## config.mk

```make
export PLATFORM = sky130hd
export DESIGN_NAME = battery_level_gauge
export DESIGN_NICKNAME = d
export VERILOG_FILES = /design/src/rtl/blg_pkg.sv /design/src/rtl/blg_sequencer.sv /design/src/rtl/blg_ring.sv /design/src/rtl/blg_datapath.sv /design/src/rtl/battery_level_gauge.sv
export SDC_FILE = /design/constraint.sdc
export NUM_CORES = 1
export LEC_CHECK = 0
export BUFFER_PORTS_ARGS = -buffer_cell sky130_fd_sc_hd__buf_2
export CORE_MARGIN = 2
export CORE_UTILIZATION = 40
export DETAILED_ROUTE_END_ITERATION = 12
export SLEW_MARGIN = 20
export SYNTH_ARGS = -nofsm -noshare
export SYNTH_HDL_FRONTEND = slang
export SYNTH_SLANG_ARGS = --single-unit
```

## constraint.sdc

```tcl
create_clock -name clk -period 14.06 [get_ports clk]
set_input_delay 2.109 -clock clk [delete_from_list [all_inputs] [get_ports clk]]
set_output_delay 2.109 -clock clk [all_outputs]
set_load 0.05 [all_outputs]
```

## src/rtl/blg_pkg.sv

```systemverilog
`timescale 1ns / 1ps
`default_nettype none
// ----------------------------------------------------------------------------
// blg_pkg: shared types, constants and control program of the battery gauge
// Holds the segment table for the charge curve and the microcode of the
// sequencer that steps the datapath for each item.
// ----------------------------------------------------------------------------
package blg_pkg;

	// default sizes
	localparam int RING_DEPTH_DEF = 8;
	localparam int ADC_BITS_DEF   = 10;

	// field widths
	localparam int SCALE_W    = 20;
	localparam int PCT_W      = 7;
	localparam int MV_W       = 14;
	localparam int CFG_IDX_W  = 4;
	localparam int CFG_DATA_W = 20;

	// curve arithmetic widths
	localparam int SPAN_W     = 10;   // largest segment span is 800 mV
	localparam int DROP_W     = 5;    // largest percent drop is 23
	localparam int NPROD_W    = SPAN_W + DROP_W;
	localparam int NUM_W      = 13;   // (hi - mv) * drop stays below 8192
	// span reciprocal is 2^RECIP_SH / span rounded up, exact for numerators below 2^NUM_W
	localparam int RECIP_W    = 17;
	localparam int RECIP_SH   = 23;
	localparam int QPROD_W    = NUM_W + RECIP_W;
	localparam int NUM_SEG    = 5;
	localparam int SEG_IDX_W  = 3;
	localparam int STEP_W     = 4;

	// register reset values; scale is 4.2 * 20 / 12.9 in Q16, rounded
	localparam logic [SCALE_W-1:0] SCALE_RESET = SCALE_W'(426746);
	localparam logic [PCT_W-1:0]   WARN_RESET  = PCT_W'(20);

	localparam logic [MV_W-1:0]  MV_MAX    = MV_W'(16383);
	localparam logic [MV_W-1:0]  MV_TOP    = MV_W'(4200);
	localparam logic [MV_W-1:0]  MV_BOTTOM = MV_W'(2600);
	localparam logic [PCT_W-1:0] PCT_FULL  = PCT_W'(100);
	localparam logic [PCT_W-1:0] PCT_EMPTY = PCT_W'(0);

	// register indexes
	localparam logic [CFG_IDX_W-1:0] REG_VOLTAGE_SCALE = CFG_IDX_W'(0);
	localparam logic [CFG_IDX_W-1:0] REG_LOW_WARNING   = CFG_IDX_W'(1);

	typedef enum logic [3:0] {
		OP_NOP,
		OP_WAIT_IN,
		OP_RING_UPD,
		OP_AVG,
		OP_MUL,
		OP_SEG,
		OP_PCT_DIV,
		OP_PCT_SUB,
		OP_DONE
	} op_t;

	typedef enum logic [2:0] {
		C_NEXT,
		C_GOTO,
		C_WAIT_IN,
		C_SKIP_SPECIAL,
		C_WAIT_OUT
	} cond_t;

	typedef struct packed {
		op_t               op;
		cond_t             cond;
		logic [STEP_W-1:0] target;
	} ctrl_t;

	typedef struct packed {
		logic in_valid;
		logic out_free;
		logic special;
	} seq_stat_t;

	function automatic logic [MV_W-1:0] seg_hi_mv(input logic [SEG_IDX_W-1:0] k);
		logic [MV_W-1:0] r;
		unique case (k)
			3'd0:    r = MV_W'(4200);
			3'd1:    r = MV_W'(3870);
			3'd2:    r = MV_W'(3750);
			3'd3:    r = MV_W'(3680);
			3'd4:    r = MV_W'(3400);
			default: r = MV_W'(3400);
		endcase
		return r;
	endfunction

	function automatic logic [MV_W-1:0] seg_lo_mv(input logic [SEG_IDX_W-1:0] k);
		logic [MV_W-1:0] r;
		unique case (k)
			3'd0:    r = MV_W'(3870);
			3'd1:    r = MV_W'(3750);
			3'd2:    r = MV_W'(3680);
			3'd3:    r = MV_W'(3400);
			3'd4:    r = MV_W'(2600);
			default: r = MV_W'(2600);
		endcase
		return r;
	endfunction

	function automatic logic [PCT_W-1:0] seg_hi_pct(input logic [SEG_IDX_W-1:0] k);
		logic [PCT_W-1:0] r;
		unique case (k)
			3'd0:    r = PCT_W'(100);
			3'd1:    r = PCT_W'(77);
			3'd2:    r = PCT_W'(54);
			3'd3:    r = PCT_W'(31);
			3'd4:    r = PCT_W'(8);
			default: r = PCT_W'(8);
		endcase
		return r;
	endfunction

	function automatic logic [DROP_W-1:0] seg_drop(input logic [SEG_IDX_W-1:0] k);
		logic [DROP_W-1:0] r;
		unique case (k)
			3'd0:    r = DROP_W'(23);
			3'd1:    r = DROP_W'(23);
			3'd2:    r = DROP_W'(23);
			3'd3:    r = DROP_W'(23);
			3'd4:    r = DROP_W'(8);
			default: r = DROP_W'(8);
		endcase
		return r;
	endfunction

	// spans 330, 120, 70, 280 and 800 mV
	function automatic logic [RECIP_W-1:0] seg_recip(input logic [SEG_IDX_W-1:0] k);
		logic [RECIP_W-1:0] r;
		unique case (k)
			3'd0:    r = RECIP_W'(25421);
			3'd1:    r = RECIP_W'(69906);
			3'd2:    r = RECIP_W'(119838);
			3'd3:    r = RECIP_W'(29960);
			3'd4:    r = RECIP_W'(10486);
			default: r = RECIP_W'(10486);
		endcase
		return r;
	endfunction

	// control program, one word per step
	function automatic ctrl_t ucode(input logic [STEP_W-1:0] step);
		ctrl_t w;
		unique case (step)
			4'd0:    w = '{op: OP_WAIT_IN,  cond: C_WAIT_IN,      target: STEP_W'(0)};
			4'd1:    w = '{op: OP_RING_UPD, cond: C_NEXT,         target: STEP_W'(0)};
			4'd2:    w = '{op: OP_AVG,      cond: C_NEXT,         target: STEP_W'(0)};
			4'd3:    w = '{op: OP_MUL,      cond: C_NEXT,         target: STEP_W'(0)};
			4'd4:    w = '{op: OP_SEG,      cond: C_SKIP_SPECIAL, target: STEP_W'(7)};
			4'd5:    w = '{op: OP_PCT_DIV,  cond: C_NEXT,         target: STEP_W'(0)};
			4'd6:    w = '{op: OP_PCT_SUB,  cond: C_NEXT,         target: STEP_W'(0)};
			4'd7:    w = '{op: OP_DONE,     cond: C_WAIT_OUT,     target: STEP_W'(0)};
			default: w = '{op: OP_NOP,      cond: C_GOTO,         target: STEP_W'(0)};
		endcase
		return w;
	endfunction

endpackage
`default_nettype wire

```

## src/rtl/blg_sequencer.sv

```systemverilog
`timescale 1ns / 1ps
`default_nettype none
// ----------------------------------------------------------------------------
// blg_sequencer: step counter and control store
// Fetches one control word per step and picks the next step from the
// word's jump condition and the datapath status.
// ----------------------------------------------------------------------------
module blg_sequencer (
	input  wire logic               clk,
	input  wire logic               arst_n,
	input  wire blg_pkg::seq_stat_t stat,
	output blg_pkg::ctrl_t          ctrl
);

	logic [blg_pkg::STEP_W-1:0] step_q;
	logic [blg_pkg::STEP_W-1:0] step_d;
	logic [blg_pkg::STEP_W-1:0] step_inc;

	assign ctrl     = blg_pkg::ucode(step_q);
	assign step_inc = step_q + blg_pkg::STEP_W'(1);

	always_comb begin
		unique case (ctrl.cond)
			blg_pkg::C_NEXT:         step_d = step_inc;
			blg_pkg::C_GOTO:         step_d = ctrl.target;
			blg_pkg::C_WAIT_IN:      step_d = stat.in_valid ? step_inc : step_q;
			blg_pkg::C_SKIP_SPECIAL: step_d = stat.special ? ctrl.target : step_inc;
			blg_pkg::C_WAIT_OUT:     step_d = stat.out_free ? ctrl.target : step_q;
			default:                 step_d = blg_pkg::STEP_W'(0);
		endcase
	end

	always_ff @(posedge clk or negedge arst_n) begin
		if (!arst_n) begin
			step_q <= '0;
		end else begin
			step_q <= step_d;
		end
	end

endmodule
`default_nettype wire

```

## src/rtl/blg_ring.sv

```systemverilog
`timescale 1ns / 1ps
`default_nettype none
// ----------------------------------------------------------------------------
// blg_ring: sample ring with running sum
// Stores the last RING_DEPTH samples and keeps their sum up to date by
// adding the new sample and taking off the one it overwrites.
// ----------------------------------------------------------------------------
module blg_ring #(
	parameter int RING_DEPTH = blg_pkg::RING_DEPTH_DEF,
	parameter int ADC_BITS   = blg_pkg::ADC_BITS_DEF
) (
	input  wire logic                                    clk,
	input  wire logic                                    arst_n,
	input  wire blg_pkg::ctrl_t                          ctrl,
	input  wire logic                                    accept,
	input  wire logic [ADC_BITS-1:0]                     sample,
	output logic [ADC_BITS+$clog2(RING_DEPTH)-1:0]       sum,
	output logic                                         filled
);

	localparam int SUM_W = ADC_BITS + $clog2(RING_DEPTH);
	localparam int WP_W  = $clog2(RING_DEPTH);

	logic [ADC_BITS-1:0] mem [RING_DEPTH];
	logic [ADC_BITS-1:0] rd_q;
	logic [ADC_BITS-1:0] sample_q;
	logic [ADC_BITS-1:0] old_val;
	logic [WP_W-1:0]     wp_q;
	logic [SUM_W-1:0]    sum_q;
	logic                filled_q;
	logic                upd;

	assign upd    = (ctrl.op == blg_pkg::OP_RING_UPD);
	// entries past the write position are unwritten until the first wrap
	assign old_val = filled_q ? rd_q : '0;
	assign sum    = sum_q;
	assign filled = filled_q;

	always_ff @(posedge clk) begin
		rd_q <= mem[wp_q];
		if (upd) begin
			mem[wp_q] <= sample_q;
		end
		if (accept) begin
			sample_q <= sample;
		end
	end

	always_ff @(posedge clk or negedge arst_n) begin
		if (!arst_n) begin
			wp_q     <= '0;
			sum_q    <= '0;
			filled_q <= 1'b0;
		end else if (upd) begin
			sum_q <= sum_q + SUM_W'(sample_q) - SUM_W'(old_val);
			if (wp_q == WP_W'(RING_DEPTH - 1)) begin
				wp_q     <= '0;
				filled_q <= 1'b1;
			end else begin
				wp_q <= wp_q + WP_W'(1);
			end
		end
	end

endmodule
`default_nettype wire

```

## src/rtl/blg_datapath.sv

```systemverilog
`timescale 1ns / 1ps
`default_nettype none
// ----------------------------------------------------------------------------
// blg_datapath: averager, scaler and charge curve
// Reciprocal multiplications make the average and the segment
// interpolation; a multiplier turns the average into millivolts.
// ----------------------------------------------------------------------------
module blg_datapath #(
	parameter int RING_DEPTH = blg_pkg::RING_DEPTH_DEF,
	parameter int ADC_BITS   = blg_pkg::ADC_BITS_DEF
) (
	input  wire logic                                   clk,
	input  wire blg_pkg::ctrl_t                         ctrl,
	input  wire logic [ADC_BITS+$clog2(RING_DEPTH)-1:0] sum,
	input  wire logic                                   filled,
	input  wire logic [blg_pkg::SCALE_W-1:0]            scale,
	output logic                                        special,
	output logic [blg_pkg::PCT_W-1:0]                   pct,
	output logic [blg_pkg::MV_W-1:0]                    mv
);

	localparam int     SUM_W   = ADC_BITS + $clog2(RING_DEPTH);
	// sum / RING_DEPTH as (sum * AVG_M) >> AVG_SH, exact for every sum below 2^SUM_W
	localparam int     AVG_SH  = SUM_W + $clog2(RING_DEPTH);
	localparam longint AVG_M   = ((longint'(1) << AVG_SH) + longint'(RING_DEPTH) - 1)
		/ longint'(RING_DEPTH);
	localparam int     AVG_P_W = 2 * SUM_W + 1;
	localparam int     PROD_W  = ADC_BITS + blg_pkg::SCALE_W;
	localparam int     MVF_W   = PROD_W - 16;
	localparam int     MVC_W   = (MVF_W > blg_pkg::MV_W) ? MVF_W : blg_pkg::MV_W;

	// averaging
	logic [AVG_P_W-1:0]  avg_prod;
	logic [ADC_BITS-1:0] avg_q;

	// curve
	logic [blg_pkg::MV_W-1:0]      mv_q;
	logic [blg_pkg::PCT_W-1:0]     pct_q;
	logic [blg_pkg::PCT_W-1:0]     ohi_q;
	logic [blg_pkg::PCT_W-1:0]     quo_q;
	logic [blg_pkg::NUM_W-1:0]     numer_q;
	logic [blg_pkg::RECIP_W-1:0]   recip_q;
	logic [blg_pkg::QPROD_W-1:0]   quo_prod;
	logic [blg_pkg::SEG_IDX_W-1:0] seg_idx;
	logic [blg_pkg::SPAN_W-1:0]    diff;
	logic [blg_pkg::NPROD_W-1:0]   nprod;
	logic [blg_pkg::PCT_W-1:0]     special_pct;

	// scaling
	logic [PROD_W-1:0]        prod;
	logic [MVC_W-1:0]         mvc;
	logic [blg_pkg::MV_W-1:0] mv_sat;

	assign avg_prod = AVG_P_W'(sum) * AVG_P_W'(AVG_M);

	assign prod   = PROD_W'(avg_q) * PROD_W'(scale);
	assign mvc    = MVC_W'(prod[PROD_W-1:16]);
	assign mv_sat = (mvc > MVC_W'(blg_pkg::MV_MAX)) ? blg_pkg::MV_MAX
		: mvc[blg_pkg::MV_W-1:0];

	assign special = !filled || (mv_q > blg_pkg::MV_TOP) || (mv_q <= blg_pkg::MV_BOTTOM);
	assign special_pct = (filled && (mv_q <= blg_pkg::MV_BOTTOM)) ? blg_pkg::PCT_EMPTY
		: blg_pkg::PCT_FULL;

	// first segment whose lower end lies below the voltage
	always_comb begin
		seg_idx = '0;
		for (int k = blg_pkg::NUM_SEG - 1; k >= 0; k--) begin
			if (mv_q > blg_pkg::seg_lo_mv(blg_pkg::SEG_IDX_W'(k))) begin
				seg_idx = blg_pkg::SEG_IDX_W'(k);
			end
		end
	end

	assign diff  = blg_pkg::SPAN_W'(blg_pkg::seg_hi_mv(seg_idx) - mv_q);
	assign nprod = blg_pkg::NPROD_W'(diff) * blg_pkg::NPROD_W'(blg_pkg::seg_drop(seg_idx));

	assign quo_prod = blg_pkg::QPROD_W'(numer_q) * blg_pkg::QPROD_W'(recip_q);

	always_ff @(posedge clk) begin
		unique case (ctrl.op)
			blg_pkg::OP_AVG: begin
				avg_q <= avg_prod[AVG_SH +: ADC_BITS];
			end
			blg_pkg::OP_MUL: begin
				mv_q <= mv_sat;
			end
			blg_pkg::OP_SEG: begin
				pct_q   <= special_pct;
				ohi_q   <= blg_pkg::seg_hi_pct(seg_idx);
				numer_q <= blg_pkg::NUM_W'(nprod);
				recip_q <= blg_pkg::seg_recip(seg_idx);
			end
			blg_pkg::OP_PCT_DIV: begin
				quo_q <= quo_prod[blg_pkg::RECIP_SH +: blg_pkg::PCT_W];
			end
			blg_pkg::OP_PCT_SUB: begin
				pct_q <= ohi_q - quo_q;
			end
			default: begin
			end
		endcase
	end

	assign pct = pct_q;
	assign mv  = mv_q;

endmodule
`default_nettype wire

```

## src/rtl/battery_level_gauge.sv

```systemverilog
`timescale 1ns / 1ps
`default_nettype none
// ----------------------------------------------------------------------------
// battery_level_gauge: battery charge estimator
// Averages ADC samples over a ring, scales to millivolts and maps the
// voltage to a charge percent over a piecewise-linear curve.
// ----------------------------------------------------------------------------
// flow: ring update, average, multiply and segment steps, then divide and subtract;
//   the last two are skipped when the curve is skipped (ring not yet full, or
//   voltage outside the curve). One item at a time, stepped by the eight-step
//   control program; a result not yet taken holds the last step
// reset: ring sum, write position, fill flag and step counter clear at once;
//   the registers return to their reset values, no clearing pass
// ----------------------------------------------------------------------------
module battery_level_gauge #(
	parameter int RING_DEPTH = blg_pkg::RING_DEPTH_DEF,
	parameter int ADC_BITS   = blg_pkg::ADC_BITS_DEF
) (
	input  wire logic                             clk,
	input  wire logic                             arst_n,
	input  wire logic                             in_valid,
	output logic                                  in_ready,
	input  wire logic [ADC_BITS-1:0]              adc_sample,
	output logic                                  out_valid,
	input  wire logic                             out_ready,
	output logic [blg_pkg::PCT_W-1:0]             level_percent,
	output logic                                  low_battery,
	output logic                                  average_ready,
	output logic [blg_pkg::MV_W-1:0]              battery_millivolts,
	input  wire logic                             cfg_valid,
	output logic                                  cfg_ready,
	input  wire logic [blg_pkg::CFG_IDX_W-1:0]    cfg_index,
	input  wire logic [blg_pkg::CFG_DATA_W-1:0]   cfg_data
);

	localparam int SUM_W = ADC_BITS + $clog2(RING_DEPTH);

	blg_pkg::ctrl_t     ctrl;
	blg_pkg::seq_stat_t stat;

	logic [blg_pkg::SCALE_W-1:0] scale_q;
	logic [blg_pkg::PCT_W-1:0]   warn_q;
	logic [SUM_W-1:0]            ring_sum;
	logic                        ring_filled;
	logic                        special;
	logic [blg_pkg::PCT_W-1:0]   pct;
	logic [blg_pkg::MV_W-1:0]    mv;
	logic                        accept;
	logic                        out_free;
	logic                        load_out;

	logic                        out_valid_q;
	logic [blg_pkg::PCT_W-1:0]   pct_q;
	logic                        low_q;
	logic                        ready_q;
	logic [blg_pkg::MV_W-1:0]    mv_q;

	assign in_ready  = (ctrl.op == blg_pkg::OP_WAIT_IN);
	assign accept    = in_valid && in_ready;
	assign out_free  = !out_valid_q || out_ready;
	assign load_out  = (ctrl.op == blg_pkg::OP_DONE) && out_free;
	assign cfg_ready = 1'b1;

	assign stat = '{in_valid: in_valid, out_free: out_free, special: special};

	blg_sequencer u_seq (
		.clk    (clk),
		.arst_n (arst_n),
		.stat   (stat),
		.ctrl   (ctrl)
	);

	blg_ring #(
		.RING_DEPTH (RING_DEPTH),
		.ADC_BITS   (ADC_BITS)
	) u_ring (
		.clk    (clk),
		.arst_n (arst_n),
		.ctrl   (ctrl),
		.accept (accept),
		.sample (adc_sample),
		.sum    (ring_sum),
		.filled (ring_filled)
	);

	blg_datapath #(
		.RING_DEPTH (RING_DEPTH),
		.ADC_BITS   (ADC_BITS)
	) u_dp (
		.clk      (clk),
		.ctrl     (ctrl),
		.sum      (ring_sum),
		.filled   (ring_filled),
		.scale    (scale_q),
		.special  (special),
		.pct      (pct),
		.mv       (mv)
	);

	// configuration registers
	always_ff @(posedge clk or negedge arst_n) begin
		if (!arst_n) begin
			scale_q <= blg_pkg::SCALE_RESET;
			warn_q  <= blg_pkg::WARN_RESET;
		end else if (cfg_valid) begin
			if (cfg_index == blg_pkg::REG_VOLTAGE_SCALE) begin
				scale_q <= blg_pkg::SCALE_W'(cfg_data);
			end else if (cfg_index == blg_pkg::REG_LOW_WARNING) begin
				warn_q <= cfg_data[blg_pkg::PCT_W-1:0];
			end
		end
	end

	// output register
	always_ff @(posedge clk or negedge arst_n) begin
		if (!arst_n) begin
			out_valid_q <= 1'b0;
		end else if (load_out) begin
			out_valid_q <= 1'b1;
		end else if (out_ready) begin
			out_valid_q <= 1'b0;
		end
	end

	always_ff @(posedge clk) begin
		if (load_out) begin
			pct_q   <= pct;
			low_q   <= (pct < warn_q);
			ready_q <= ring_filled;
			mv_q    <= mv;
		end
	end

	assign out_valid          = out_valid_q;
	assign level_percent      = pct_q;
	assign low_battery        = low_q;
	assign average_ready      = ready_q;
	assign battery_millivolts = mv_q;

	// one item in flight: no second item right after an accept
	a_one_item: assert property (@(posedge clk) disable iff (!arst_n)
		accept |=> !in_ready)
		else $error("item taken while previous one still at work");

	a_pct_range: assert property (@(posedge clk) disable iff (!arst_n)
		out_valid_q |-> (pct_q <= blg_pkg::PCT_FULL))
		else $error("percent out of range");

	a_full_before_ready: assert property (@(posedge clk) disable iff (!arst_n)
		(out_valid_q && !ready_q) |-> (pct_q == blg_pkg::PCT_FULL))
		else $error("percent not full before ring filled");

	a_filled_sticky: assert property (@(posedge clk) disable iff (!arst_n)
		ring_filled |=> ring_filled)
		else $error("ring fill flag dropped");

endmodule
`default_nettype wire

```

==> impl_metrics.py <==
metrics = {
    "cts": {
        "h-tree-depth": 1,
        "cts_sinks": 240,
        "clk_pin_slew_ps": 60,
        "post_cts_buffers": 0,
        "cts_tree": "done",
        "cts-resized-gates": 0,
        "clock_latency_ps": 570,
        "root_buffer": "clkbuf_16",
        "cts_buffer_depth": 3,
        "ctsHoldBuffers": 0,
        "numCtsBuffers": 28,
    },
    "route": {
        "vias": 15400,
        "drc": 0,
        "drt_pass1_iterations": 5,
        "wl_per_cell_um": 17.2,
        "antenna_left": 0,
        "vias_per_cell": 5.05,
        "drtIter0Drc": 801,
        "finalWirelength_mm": 52.4,
    },
    "logic_synthesis": {
        "synth-main-ff-cell": "edfxtp_1",
        "yosys_register_bits": 240,
        "synth-async-reset-ratio_pct": 20.4,
        "synth_area_per_cell_um2": 10.7,
        "netlist_area_um2": 23700,
        "synth_cell_types": 76,
        "synthCells": 2227,
        "synthTopCellsByArea": "fa_1 28%, edfxtp_1 23%, ha_1 10%",
        "synth_common_cells": "401 x inv_1, 333 x fa_1, 257 x nand2_1",
        "ys.warnings.count": 0,
        "ys_seq_area_share_pct": 29.0,
        "synth_edf_count": 181,
        "synth_top_area_share_pct": 28.1,
        "synth.most_common_cell": "inv_1",
        "synth_area_leader_cell": "fa_1",
    },
    "sta": {
        "slew_headroom_pct": 41.1,
        "final_max_slew_viol_count": 0,
        "hold_viol_final": 0,
        "setup_viol": 0,
        "post-route-period-util_pct": 46.7,
        "grt_setup_unrepaired": "false",
        "tightest_slew_ps": 880,
        "skew_ps": 10.6,
        "fin_crit_ps": 6560,
        "tns_ps": 0,
        "clock.fmax_mhz": 152,
    },
    "floorplanning": {
        "core-area_um2": 58800,
        "die_w_um": 248,
        "start_util_pct": 40.3,
        "ios": 65,
        "die_h_um": 248,
        "die-area_um2": 61300,
        "placement_rows": 89,
    },
    "final_layout": {
        "area_growth_pct": 8.72,
        "diodes": 0,
        "drive_gt1_share_pct": 9.30,
        "final_nets": 2816,
    },
    "critical_path": {
        "crit_type": "reg2reg",
        "reg2reg_from": "u_dp.mv[4]",
        "cpMaxStageDelayCell": "fa_1",
        "startpoint_type": "flip-flop",
        "startpoint": "u_dp.mv[4]",
        "path_cells": "or2_4, or4_4, a31o_4, or2_1, nor2_2, nor2_1, ha_1, nand2_1, o21ai_1, nor2_1, xor2_1, nand2b_1, fa_1, inv_1, fa_1, fa_1, ha_1, o21ai_0, a41oi_1, o2111a_1, a211oi_1, xor2_1",
        "critPathArrivalTime_ps": 6870,
        "crit_top_cell": "fa_1",
        "required_ps": 14370,
        "end_kind": "flip-flop",
        "cp_max_fo": 14,
        "slowest_delay_ps": 560,
    },
    "job": {
        "maxCapViolCount": 0,
    },
    "placed_design": {
        "io_buffer_count": 63,
        "dp_hpwl_mm": 41.9,
        "gp_congestion": 0.906,
    },
    "global_route": {
        "antenna_found_initial": 0,
        "grt_pass1_vias": 16500,
        "grt_pass1_wl_mm": 86.1,
        "track_usage_pct": 17.8,
        "grt_max_degree": 50,
        "grt_overflow": 0,
    },
    "worst_hold_path": {
        "worstHoldStart": "u_ring.sum[12]",
        "min_path_type": "reg2reg",
    },
    "status": {
        "status": "complete, no violations",
    },
}
## layout make-up
type,count,area (µm²)
Tap cell,773,967
Inverter,404,1520
Multi-Input combinational cell,1492,15000
Clock buffer,31,742
Fill cell,5577,33000
Timing Repair Buffer,81,450
Sequential cell,240,6880
Clock inverter,20,215
## critical path: cells and delay by family (launching register included)
family | cells | cell delay, ps
flip-flops | 1 | 440
AO/OA/AOI/OAI | 6 | 1190
AND/OR/NAND/NOR | 8 | 2160
XOR/XNOR | 2 | 260
adder cells (fa/ha/maj) | 5 | 2200
buffers and inverters | 1 | 50
## flip-flops by register name, indices dropped and copies added (netlist names), 12 cells and up
register            count
u_dp.mv                14
u_ring.mem             80
u_ring.sum             13
scale_q                20
u_dp.numer_q           13
u_dp.recip_q           12
battery_millivolts     14
## layer usage
layer / GRT usage (%) / part of all wire [%] / wire length (µm) / up-vias
li1: - / - / - / 7196
met1: 22.9 / 43 / 22500 / 7812
met2: 31.4 / 50 / 26300 / 286
met3: 2.66 / 4.5 / 2380 / 70
met4: 4.30 / 2.3 / 1200 / 0
met5: 0 / 0 / 0 / -
## layout by cell type (no fill, tap or decap), types with 5 or more instances in the layout
master / count
a211oi_1: 9
a21o_1: 37
a21oi_1: 40
a221oi_1: 7
a31oi_1: 10
a41oi_1: 5
and2_1: 180
buf_2: 63
buf_4: 18
clkbuf_16: 28
clkinv_2: 7
dfrtp_1: 37
dfstp_2: 12
dfxtp_1: 10
edfxtp_1: 181
fa_1: 333
ha_1: 197
inv_1: 401
mux2_2: 34
mux2i_1: 11
mux4_2: 9
nand2_1: 257
nand2b_1: 18
nand3_1: 15
nand4_1: 10
nor2_1: 61
nor2b_1: 13
nor3_1: 19
o21a_1: 12
o21ai_0: 46
o21ai_1: 14
o21bai_1: 7
or2_2: 7
xnor2_1: 33
xor2_1: 21
## path summary, 6_finish.rpt
path / to / slack (ps) / cells past startpoint
max: u_dp.numer_q[12] / 7500 / 22
min: u_ring.sum[12] / 470 / 1
max reg2reg: u_dp.numer_q[12] / 7500 / 22
min reg2reg: u_ring.sum[12] / 470 / 1
max in group asynchronous: u_ring.filled / 11950 / 2
min in group asynchronous: scale_q[13] / 1640 / 2
## metrics by stage
stage               utilization (%)  setup slack, ps  instance area (µm²)  cells  hold WS [ps]
floorplan                         -             8100                23700   2228           417
global placement               42.2             7540                24800   2990           437
detailed placement             42.2             7470                24800   2990           446
CTS                            43.8             7450                25800   3041           465
global route                   43.9             7100                25800   3041           483
finish                         43.9             7500                25800   3041           465
## cell families after synthesis
kind of cell	count (synthesis)	share of synthesized area (%)
DFF	240	29.0
other	1	0.0158
xor gates and xnor gates	55	2.09
adders and majority gates	530	38.5
and+or+nand+nor	615	12.8
muxes	55	3.03
buffers and inverters	496	7.88
AOI/OAI and AO/OA	235	6.68
Power is left out: the tool's default activity adds up to more than one toggle a clock period on the data nets, which glitch-free logic cannot reach.
